`config.mk`:
```
export PLATFORM = sky130hd
export DESIGN_NAME = k_rough_number_test_core
export DESIGN_NICKNAME = d
export VERILOG_FILES = /design/src/rtl/core/krnt_pkg.sv /design/src/rtl/core/k_rough_number_test_core.sv
export VERILOG_INCLUDE_DIRS = /design/src /design/src/rtl/core
export SDC_FILE = /design/constraint.sdc
export NUM_CORES = 2
export LEC_CHECK = 0
export ABC_CLOCK_PERIOD_IN_PS = 25700
export BUFFER_PORTS_ARGS = -buffer_cell sky130_fd_sc_hd__buf_2
export CORE_MARGIN = 8
export CORE_UTILIZATION = 45
export CTS_CLUSTER_DIAMETER = 80
export CTS_CLUSTER_SIZE = 28
export DETAILED_ROUTE_END_ITERATION = 6
export SYNTH_ARGS = -nofsm -noshare
export SYNTH_HDL_FRONTEND = slang
export SYNTH_SLANG_ARGS = --single-unit
```
`constraint.sdc`:
```
create_clock -name clk -period 25.7 [get_ports clk]
set_input_delay 2.57 -clock clk [delete_from_list [all_inputs] [get_ports clk]]
set_output_delay 2.57 -clock clk [all_outputs]
set_load 0.01 [all_outputs]
```
`src/rtl/core/k_rough_number_test_core_macros.svh`:
```
// Assertion macros shared by the core RTL.
`ifndef K_ROUGH_NUMBER_TEST_CORE_MACROS_SVH
`define K_ROUGH_NUMBER_TEST_CORE_MACROS_SVH

// check a property at every clock edge outside reset
`define KRNT_ASSERT(name, prop, msg) \
  name: assert property (@(posedge clk) disable iff (!rst_n) prop) else $error(msg);

// check that a condition in one cycle brings a consequence in the next
`define KRNT_ASSERT_NEXT(name, ante, cons, msg) \
  name: assert property (@(posedge clk) disable iff (!rst_n) (ante) |=> (cons)) \
    else $error(msg);

`endif

```
`src/rtl/core/krnt_pkg.sv`:
```
// Package with field widths and parameter defaults of the rough number test core.
package krnt_pkg;

  localparam int VALUE_W           = 63;
  localparam int BOUND_W           = 10;
  localparam int PRIME_LIMIT_DEF   = 1024;
  localparam int MAX_PRIMES_DEF    = 172;

endpackage

```
`src/rtl/core/k_rough_number_test_core.sv`:
```
// Rough number test core: sieve after reset, then trial division with a shared divider.
//
// After reset the core clears its PRIME_LIMIT+1 entry mark memory, sieves it (a read and a
// check per candidate up to the square root, then a mark write per crossed-out multiple)
// and copies up to MAX_PRIMES primes into the prime table (a read and a check per
// candidate up to PRIME_LIMIT); in_stall stays high until then. Each item is then one
// pass over the primes in ascending order. Every prime up to bound_k costs a table read
// and check and one trial division in the bit-serial restoring divider, and every prime
// factor divided out costs one more division. A zero value goes straight to the result.
// The result sits in an output register; a new item is taken once the core is back to
// idle, even while the last result still waits.
module k_rough_number_test_core
  import krnt_pkg::*;
#(
  parameter int PRIME_LIMIT = PRIME_LIMIT_DEF,
  parameter int MAX_PRIMES  = MAX_PRIMES_DEF
) (
  input  logic               clk,
  input  logic               rst_n,
  input  logic               in_valid,
  output logic               in_stall,
  input  logic [VALUE_W-1:0] in_value,
  input  logic [BOUND_W-1:0] in_bound_k,
  output logic               out_valid,
  input  logic               out_stall,
  output logic               out_is_rough
);

`include "k_rough_number_test_core_macros.svh"

  localparam int AW   = $clog2(PRIME_LIMIT + 1);
  localparam int NW   = $clog2(PRIME_LIMIT + 2);
  localparam int SW   = NW + 1;
  localparam int MW   = NW + 1;
  localparam int CW   = $clog2(MAX_PRIMES + 1);
  localparam int TW   = $clog2(MAX_PRIMES);
  localparam int DCW  = $clog2(VALUE_W);
  localparam int CMW  = (AW > BOUND_W) ? AW : BOUND_W;

  typedef enum logic [3:0] {
    S_CLR, S_SV_RD, S_SV_CHK, S_SV_MARK, S_CO_RD, S_CO_CHK,
    S_IDLE, S_T_RD, S_T_CHK, S_DIV, S_EVAL, S_DONE
  } state_t;

  state_t               state_r, state_nxt;
  logic [NW-1:0]        n_r, n_nxt;
  logic [SW-1:0]        sq_r, sq_nxt;
  logic [MW-1:0]        m_r, m_nxt;
  logic [CW-1:0]        cnt_r, cnt_nxt;
  logic [CW-1:0]        idx_r, idx_nxt;
  logic [VALUE_W-1:0]   v_r, v_nxt;
  logic [BOUND_W-1:0]   k_r, k_nxt;
  logic [VALUE_W-1:0]   quo_r, quo_nxt;
  logic [AW-1:0]        rem_r, rem_nxt;
  logic [AW-1:0]        p_r, p_nxt;
  logic [DCW-1:0]       dcnt_r, dcnt_nxt;
  logic                 res_r, res_nxt;
  logic                 ready_r, ready_nxt;
  logic                 out_valid_r, out_valid_nxt;
  logic                 out_is_rough_r, out_is_rough_nxt;

  logic                 marks_mem [0:PRIME_LIMIT];
  logic                 mark_we;
  logic [AW-1:0]        mark_waddr;
  logic                 mark_wdata;
  logic [AW-1:0]        mark_raddr;
  logic                 mark_q;

  logic [AW-1:0]        tbl_mem [0:MAX_PRIMES-1];
  logic                 tbl_we;
  logic [TW-1:0]        tbl_waddr;
  logic                 tbl_re;
  logic [AW-1:0]        tbl_q;

  logic [AW:0]          rem_sh;
  logic                 rem_ge;
  logic [AW:0]          rem_sub;

  always_ff @(posedge clk) begin
    if (mark_we) begin
      marks_mem[mark_waddr] <= mark_wdata;
    end
    mark_q <= marks_mem[mark_raddr];
  end

  always_ff @(posedge clk) begin
    if (tbl_we) begin
      tbl_mem[tbl_waddr] <= n_r[AW-1:0];
    end
    if (tbl_re) begin
      tbl_q <= tbl_mem[idx_r[TW-1:0]];
    end
  end

  assign rem_sh  = {rem_r, quo_r[VALUE_W-1]};
  assign rem_ge  = rem_sh >= {1'b0, p_r};
  assign rem_sub = rem_sh - {1'b0, p_r};

  always_comb begin
    state_nxt        = state_r;
    n_nxt            = n_r;
    sq_nxt           = sq_r;
    m_nxt            = m_r;
    cnt_nxt          = cnt_r;
    idx_nxt          = idx_r;
    v_nxt            = v_r;
    k_nxt            = k_r;
    quo_nxt          = quo_r;
    rem_nxt          = rem_r;
    p_nxt            = p_r;
    dcnt_nxt         = dcnt_r;
    res_nxt          = res_r;
    ready_nxt        = ready_r;
    out_valid_nxt    = out_valid_r && out_stall;
    out_is_rough_nxt = out_is_rough_r;
    mark_we          = 1'b0;
    mark_waddr       = n_r[AW-1:0];
    mark_wdata       = 1'b0;
    mark_raddr       = n_r[AW-1:0];
    tbl_we           = 1'b0;
    tbl_waddr        = cnt_r[TW-1:0];
    tbl_re           = 1'b0;

    unique case (state_r)
      S_CLR: begin
        mark_we = 1'b1;
        if (n_r == NW'(PRIME_LIMIT)) begin
          n_nxt     = NW'(2);
          sq_nxt    = SW'(4);
          state_nxt = S_SV_RD;
        end else begin
          n_nxt = n_r + NW'(1);
        end
      end
      S_SV_RD: begin
        if (sq_r > SW'(PRIME_LIMIT)) begin
          n_nxt     = NW'(2);
          state_nxt = S_CO_RD;
        end else begin
          state_nxt = S_SV_CHK;
        end
      end
      S_SV_CHK: begin
        if (!mark_q) begin
          m_nxt     = MW'(sq_r);
          state_nxt = S_SV_MARK;
        end else begin
          n_nxt     = n_r + NW'(1);
          sq_nxt    = sq_r + (SW'(n_r) << 1) + SW'(1);
          state_nxt = S_SV_RD;
        end
      end
      S_SV_MARK: begin
        mark_we    = 1'b1;
        mark_waddr = m_r[AW-1:0];
        mark_wdata = 1'b1;
        m_nxt      = m_r + MW'(n_r);
        if (m_nxt > MW'(PRIME_LIMIT)) begin
          n_nxt     = n_r + NW'(1);
          sq_nxt    = sq_r + (SW'(n_r) << 1) + SW'(1);
          state_nxt = S_SV_RD;
        end
      end
      S_CO_RD: begin
        state_nxt = S_CO_CHK;
      end
      S_CO_CHK: begin
        if (!mark_q && (cnt_r < CW'(MAX_PRIMES))) begin
          tbl_we  = 1'b1;
          cnt_nxt = cnt_r + CW'(1);
        end
        if (n_r == NW'(PRIME_LIMIT)) begin
          ready_nxt = 1'b1;
          state_nxt = S_IDLE;
        end else begin
          n_nxt     = n_r + NW'(1);
          state_nxt = S_CO_RD;
        end
      end
      S_IDLE: begin
        if (in_valid) begin
          v_nxt   = in_value;
          k_nxt   = in_bound_k;
          idx_nxt = '0;
          if (in_value == '0) begin
            res_nxt   = 1'b0;
            state_nxt = S_DONE;
          end else begin
            state_nxt = S_T_RD;
          end
        end
      end
      S_T_RD: begin
        if (idx_r == cnt_r) begin
          res_nxt   = v_r > VALUE_W'(k_r);
          state_nxt = S_DONE;
        end else begin
          tbl_re    = 1'b1;
          state_nxt = S_T_CHK;
        end
      end
      S_T_CHK: begin
        if (CMW'(tbl_q) > CMW'(k_r)) begin
          res_nxt   = 1'b1;
          state_nxt = S_DONE;
        end else begin
          p_nxt     = tbl_q;
          quo_nxt   = v_r;
          rem_nxt   = '0;
          dcnt_nxt  = '0;
          state_nxt = S_DIV;
        end
      end
      S_DIV: begin
        rem_nxt  = rem_ge ? rem_sub[AW-1:0] : rem_sh[AW-1:0];
        quo_nxt  = {quo_r[VALUE_W-2:0], rem_ge};
        dcnt_nxt = dcnt_r + DCW'(1);
        if (dcnt_r == DCW'(VALUE_W - 1)) begin
          state_nxt = S_EVAL;
        end
      end
      S_EVAL: begin
        if (rem_r == '0) begin
          v_nxt = quo_r;
          if (quo_r <= VALUE_W'(k_r)) begin
            res_nxt   = 1'b0;
            state_nxt = S_DONE;
          end else begin
            rem_nxt   = '0;
            dcnt_nxt  = '0;
            state_nxt = S_DIV;
          end
        end else begin
          idx_nxt   = idx_r + CW'(1);
          state_nxt = S_T_RD;
        end
      end
      S_DONE: begin
        if (!out_valid_r || !out_stall) begin
          out_valid_nxt    = 1'b1;
          out_is_rough_nxt = res_r;
          state_nxt        = S_IDLE;
        end
      end
      default: begin
        state_nxt = S_CLR;
      end
    endcase
  end

  always_ff @(posedge clk) begin
    if (!rst_n) begin
      state_r     <= S_CLR;
      n_r         <= '0;
      cnt_r       <= '0;
      ready_r     <= 1'b0;
      out_valid_r <= 1'b0;
    end else begin
      state_r     <= state_nxt;
      n_r         <= n_nxt;
      cnt_r       <= cnt_nxt;
      ready_r     <= ready_nxt;
      out_valid_r <= out_valid_nxt;
    end
    sq_r           <= sq_nxt;
    m_r            <= m_nxt;
    idx_r          <= idx_nxt;
    v_r            <= v_nxt;
    k_r            <= k_nxt;
    quo_r          <= quo_nxt;
    rem_r          <= rem_nxt;
    p_r            <= p_nxt;
    dcnt_r         <= dcnt_nxt;
    res_r          <= res_nxt;
    out_is_rough_r <= out_is_rough_nxt;
  end

  assign in_stall     = (state_r != S_IDLE);
  assign out_valid    = out_valid_r;
  assign out_is_rough = out_is_rough_r;

  `KRNT_ASSERT(a_stall_until_ready, !ready_r |-> in_stall, "item taken before sieve done")
  `KRNT_ASSERT_NEXT(a_busy_after_accept, in_valid && !in_stall, in_stall, "core idle after item")
  `KRNT_ASSERT(a_count_bound, cnt_r <= CW'(MAX_PRIMES), "prime count past table size")
  `KRNT_ASSERT_NEXT(a_done_loads_out, (state_r == S_DONE) && !out_valid_r, out_valid,
    "finished item not delivered")

endmodule

```
After elaboration in Yosys (flattened, before gate mapping)
Memories as Yosys holds them, arrays and structs flattened. A register that Yosys moved wholly into a read port is not among the register bits.
Cells that the tools add are included.
{"block": "totals", "romBits": 0, "memories": 2, "input_bits": 77, "latchBits": 0, "ramBits": 2917, "out_inout_bits": 3, "ff_bits": 222, "wordCells": 158}
{"name": "tbl_mem", "depth": 172, "width": 11, "rd": 1, "rd_ports_with_merged_regs": 1, "write_ports": 1, "line": "k_rough_number_test_core.sv:69", "rtl": "logic [AW-1:0] tbl_mem [0:MAX_PRIMES-1];"}
{"name": "marks_mem", "depth": 1025, "width": 1, "rd": 1, "rd_ports_with_merged_regs": 1, "write_ports": 1, "line": "k_rough_number_test_core.sv:62", "rtl": "logic marks_mem [0:PRIME_LIMIT];"}
{"block": "classes", "n_reduce_logical": 30, "muxes": 63, "shifts": 0, "bitwise_logic": 1, "addsub": 8, "order_cmp": 7, "n_eq_ne": 32, "mul": 0, "n_div": 0}
{"cell": "one-hot mux 63 bit (2 select lines)", "n": 2}
{"cell": "2-to-1 mux 63 bit", "n": 3}
{"cell": "2-to-1 mux 11 bit", "n": 10}
{"cell": "greater-than comparator 63 x 10 -> 1 bit", "n": 1}
{"cell": "<= comparator 63 x 10 -> 1 bit", "n": 1}
{"cell": "logical NOT 63 bit", "n": 1}
{"cell": "one-hot mux 11 bit (5 select lines)", "n": 1}
{"cell": "2-to-1 mux 12 bit", "n": 4}
{"cell": "one-hot mux 4 bit (12 select lines)", "n": 1}
{"cell": "one-hot mux 12 bit (3 select lines)", "n": 1}
{"cell": "inequality test 2 bit (second input constant)", "n": 17}
{"cell": "one-hot mux 11 bit (3 select lines)", "n": 1}
{"cell": "2-to-1 mux 4 bit", "n": 7}
{"cell": "greater-than comparator 12 x 11 -> 1 bit (second input constant)", "n": 2}
{"cell": "one-hot mux 12 bit (2 select lines)", "n": 1}
{"cell": "2-to-1 mux 1 bit", "n": 18}
{"cell": "2-to-1 mux 6 bit", "n": 3}
{"cell": "one-hot mux 6 bit (3 select lines)", "n": 1}
{"cell": "adder 8 x 1 -> 8 bit (second input constant)", "n": 2}
{"cell": "== test 4 x 3 -> 1 bit (second input constant)", "n": 4}
{"cell": "== test 4 bit (second input constant)", "n": 4}
{"cell": "2-to-1 mux 8 bit", "n": 2}
{"cell": "one-hot mux 8 bit (2 select lines)", "n": 1}
{"cell": "adder 12 x 1 -> 12 bit (second input constant)", "n": 1}
{"cell": "33 further kinds", "n": 52}

Depth between registers and ports, before layout
{"block": "depth", "ltp_word": 6, "mapped_depth": 16, "mapped_depth_nobuf": 12}

Least setup slack after synthesis
OpenSTA, ideal clock, no wires.
{"block": "synth_timing", "path_type": "reg2reg", "from": "reg state_r[3]", "to": "mem marks_mem[0] (data pin)", "n_path_buf": 5, "arrival_time_ps": 16778, "slack_ps": 5451, "required_ps": 22230, "path_stages_with_launch": 9, "setup_ps": 3470, "synth_period_minus_slack_ps": 20249, "cell_sequence": "dfxtp_1 clkbuf_1 nand2b_1 nand2b_1 clkbuf_1 inv_2 buf_2 buf_2 buf_1"}
{"block": "synth_via", "elab_chain_cells": 2}
{"element": "from (decl)", "line": "k_rough_number_test_core.sv:45", "rtl": "state_t state_r, state_nxt;"}
{"element": "from (signal assigned)", "line": "k_rough_number_test_core.sv:259", "rtl": "state_r <= state_nxt;"}
{"element": "== test 4 x 2 -> 1 bit", "line": "k_rough_number_test_core.sv:124", "rtl": "unique case (state_r)"}
{"element": "2-to-1 mux 1 bit", "line": "k_rough_number_test_core.sv:124"}
{"element": "named net mark_wdata", "line": "k_rough_number_test_core.sv:65", "rtl": "logic mark_wdata;"}
{"element": "to (decl)", "line": "k_rough_number_test_core.sv:62"}
The timed path passes the listed nets, and every way through them passes these cells.

Worst setup path in the final report
{"block": "layout_timing", "from": "reg state_r[0]", "to": "mem marks_mem[290], enable pin"}
{"block": "layout_via", "elab_chain_cells": 5, "word_cells_on_any_way": 7, "classes_between": "eq/ne: 1; mux: 4; reduce/logical: 2"}
{"element": "== test 4 x 2 -> 1 bit or logical NOT 4 bit (tied branches)", "line": "k_rough_number_test_core.sv:124"}
{"element": "OR reduction 2 bit (no line)"}
{"element": "2-to-1 mux 1 bit", "line": "k_rough_number_test_core.sv:124"}
{"element": "2-to-1 mux 1 bit", "line": "k_rough_number_test_core.sv:80", "rtl": "if (mark_we) begin"}
{"element": "2-to-1 mux 1 bit (implied by the code)", "line": "k_rough_number_test_core.sv:81", "rtl": "marks_mem[mark_waddr] <= mark_wdata;"}
Parallel ways exist; a longest one is shown, timed or not.

==> metrics.yaml <==
drt-total-wl_mm: 338.9
async_flop_share: 0
cts_tree: "yes"
cts_hold_buf: 0
core_area_sq_um: 287400
die_height_um: 553.0
final.setup_skew_ps: 64.41
crit_family: "simple AND/OR/NAND/NOR gates"
critical_path_required_ps: 26260
dp_hpwl_mm: 193.4
cts_buffers: 154
maxCapViolCount: 0
p_clk_frac: 0.298
yosys_warnings: 0
slew_headroom: 0.02044
antenna_found_initial: 13
crit_chain: "nand2b_1, nand2b_2, buf_4, inv_8, buf_4, nor2_1, a21o_1, nor2_1, nand2_1, nor2_1"
worstPathArrival_ps: 6780
first_global_vias: 67380
clk_path_buf_depth: 4
net-switching-power_mw: 2.523
htreeDepth: 4
power_frac_seq: 0.582
max-vdd-ir-drop_uv: 67.27
syn_nets: 7547
syn_inst: 7396
r2r_start: "state_r[0]"
cts_resized: 0
setup_viol_count_final: 0
place_inst: 10930
rows: 197
antenna_left: 0
routed_via_density: 6.096
internal-power_mw: 7.474
setup.worst_path.start_class: "flip-flop"
drive_gt1_frac: 0.1970
crit_path_max_fanout: 174
dieArea_sq_um: 305900
synth_edf_count: 3126
status: "finished clean"
fmaxAchievable_ghz: 0.1609
ys_ff_latch: 3151
cts.clk_slew.worst_paths_ps: 110
tightest_slew_ps: 1464
p_sw_frac: 0.2524
rsz0062_at_grt: "no"
drc: 0
hold_class: "flip-flop to flip-flop"
hold_violations: 0
clock_tree.root_cell: "clkbuf_16"
grt_usage: 0.2157
grt_max_degree: 186
synth_flop_cell: "edfxtp_1"
worst-path-buf-inv: 3
fin_cells: 11180
gp_congestion: 0.8221
dr_total_vias: 68150
syn_area_sq_um: 129800
insertion_delay_ps: 880
yosysSeqAreaShare: 0.7271
io-pin-count: 80
area_growth_pct: 7.627
drt-initial-drc-count: 8452
holdCritStartpoint: "res_r"
fin_setup_tns_ps: 0
critical_path_class: "flip-flop to flip-flop"
hold_slack_ps: 479.2
firstDrtPassIters: 6
initial_core_util: 0.4516
die_w_um: 553.0
power_density_nw_per_um2: 71.57
cpMaxStageDelayCell: "nand2_1"
min_period_ps: 6214
wire_per_inst_um: 30.31
grt_pass1_wl_mm: 487.5
fin_crit_sh: 0.2418
overflow: 0
io_buffers: 79
crit_top_cell: "nor2_1"
p_leak_nw: 43.46
worstSetupStartpoint: "state_r[0]"
worst_setup_path_end_kind: "flip-flop"
slew_violations: 0
combPwrFrac: 0.120
post_cts_buffers: 0
cts_sinks: 3151
slowest_delay_ps: 930
avgSynthCellArea_sq_um: 17.55
nets: 7451
synth_cell_types: 76
==> logic make-up after synthesis <==
family                   Yosys count  share of synthesized area
adder cells (fa/ha/maj)           74                   0.007307
XOR/XNOR                          41                   0.002767
flip-flops                      3151                     0.7271
AO/OA/AOI/OAI                    393                    0.02061
AND/OR/NAND/NOR                 2198                    0.06873
multiplexers                     958                     0.1550
buffers and inverters            581                    0.01852
==> layer usage <==
metal	vias up	share of wire	GRT usage
met5	-	0	0.0006249
met4	0	0.025	0.05043
met3	389	0.078	0.03053
met2	2771	0.48	0.3529
met1	36460	0.42	0.3095
li1	28540	-	-
==> flip-flops by register name, summed over array words and instances (netlist names), 8 cells and up <==
signal	cells
cnt_r	8
idx_r	8
k_r	10
m_r	12
mark_raddr	11
marks_mem	1025
p_r	11
quo_r	63
rem_r	11
sq_r	12
tbl_mem	1892
tbl_q	11
v_r	63
==> Yosys cell counts (all sizes together) (26+ instances only) <==
cell,number,area [sq um]
a21oi,76,380.4
a22oi,30,225.2
buf,156,808.3
clkbuf,367,1378
edfxtp,3126,93870
ha,71,888.4
inv,58,217.7
mux2i,100,1001
mux4,839,18900
nand2,577,2166
nand3,60,300.3
nand4,27,168.9
nor2,1327,4981
nor2b,26,162.7
nor3,41,205.2
nor4,47,294.0
o21ai,83,415.4
==> cell usage in the layout, fill, tap and decap left out, drive strengths merged, types with 14 or more instances in the layout <==
cell type,netlist,routed
nand3,60,60
a31oi,15,15
nand4,27,27
ha,71,71
dfxtp,25,25
nand2,577,577
a221oi,15,15
xnor2,24,24
a21oi,76,76
xor2,17,17
nand2b,15,15
or3,20,20
buf,156,271
o211ai,25,25
inv,58,87
clkinv,0,35
o21a,14,14
nor4,47,47
clkbuf,367,166
o22ai,18,18
a22oi,30,30
edfxtp,3126,3126
mux4,839,839
o21ai,83,83
mux2i,100,100
nor3,41,41
a211oi,16,16
mux2,19,19
nor2,1327,1327
nor2b,26,26
a21o,17,17
==> cell type report <==
type                    count  area [sq um]
fillers                 23860        147700
clock inverters            81          1003
diodes                      8         20.02
inverters                  58         225.2
repair buffers            271          1932
flip-flops and latches   3151         94410
multi-input cells        3664         33320
well taps                3781          4731
clock buffers             166          4048
==> metrics by stage <==
stage	area (sq um)	setup WS [ps]	util	total power, mW
2_1_floorplan	129800	5451	-	6.818
4_1_cts	139700	19660	0.4860	10.06
3_3_place_gp	134600	19850	0.4682	7.118
5_1_grt	139700	19150	0.4860	10.28
6_report	139700	19490	0.4860	9.997
3_5_place_dp	134600	19700	0.4684	7.140
==> power groups by stage <==
stage | combinational [mW] | sequential (mW) | clock (mW)
2_1_floorplan | 0.792 | 6.03 | 0
3_3_place_gp | 1.19 | 5.93 | 0
3_5_place_dp | 1.21 | 5.93 | 0
4_1_cts | 1.21 | 5.81 | 3.04
5_1_grt | 1.27 | 5.82 | 3.19
6_report | 1.20 | 5.82 | 2.98
==> path summary, 6_finish.rpt <==
check	slack, ps	endpoint	cells past startpoint
worst max-delay path	19490	marks_mem[290]	10
worst max register to register	19490	marks_mem[290]	10
worst min-delay path	480	out_is_rough	0
worst min register to register	480	out_is_rough	0
Note: power is estimated with default switching activity, not from simulation.
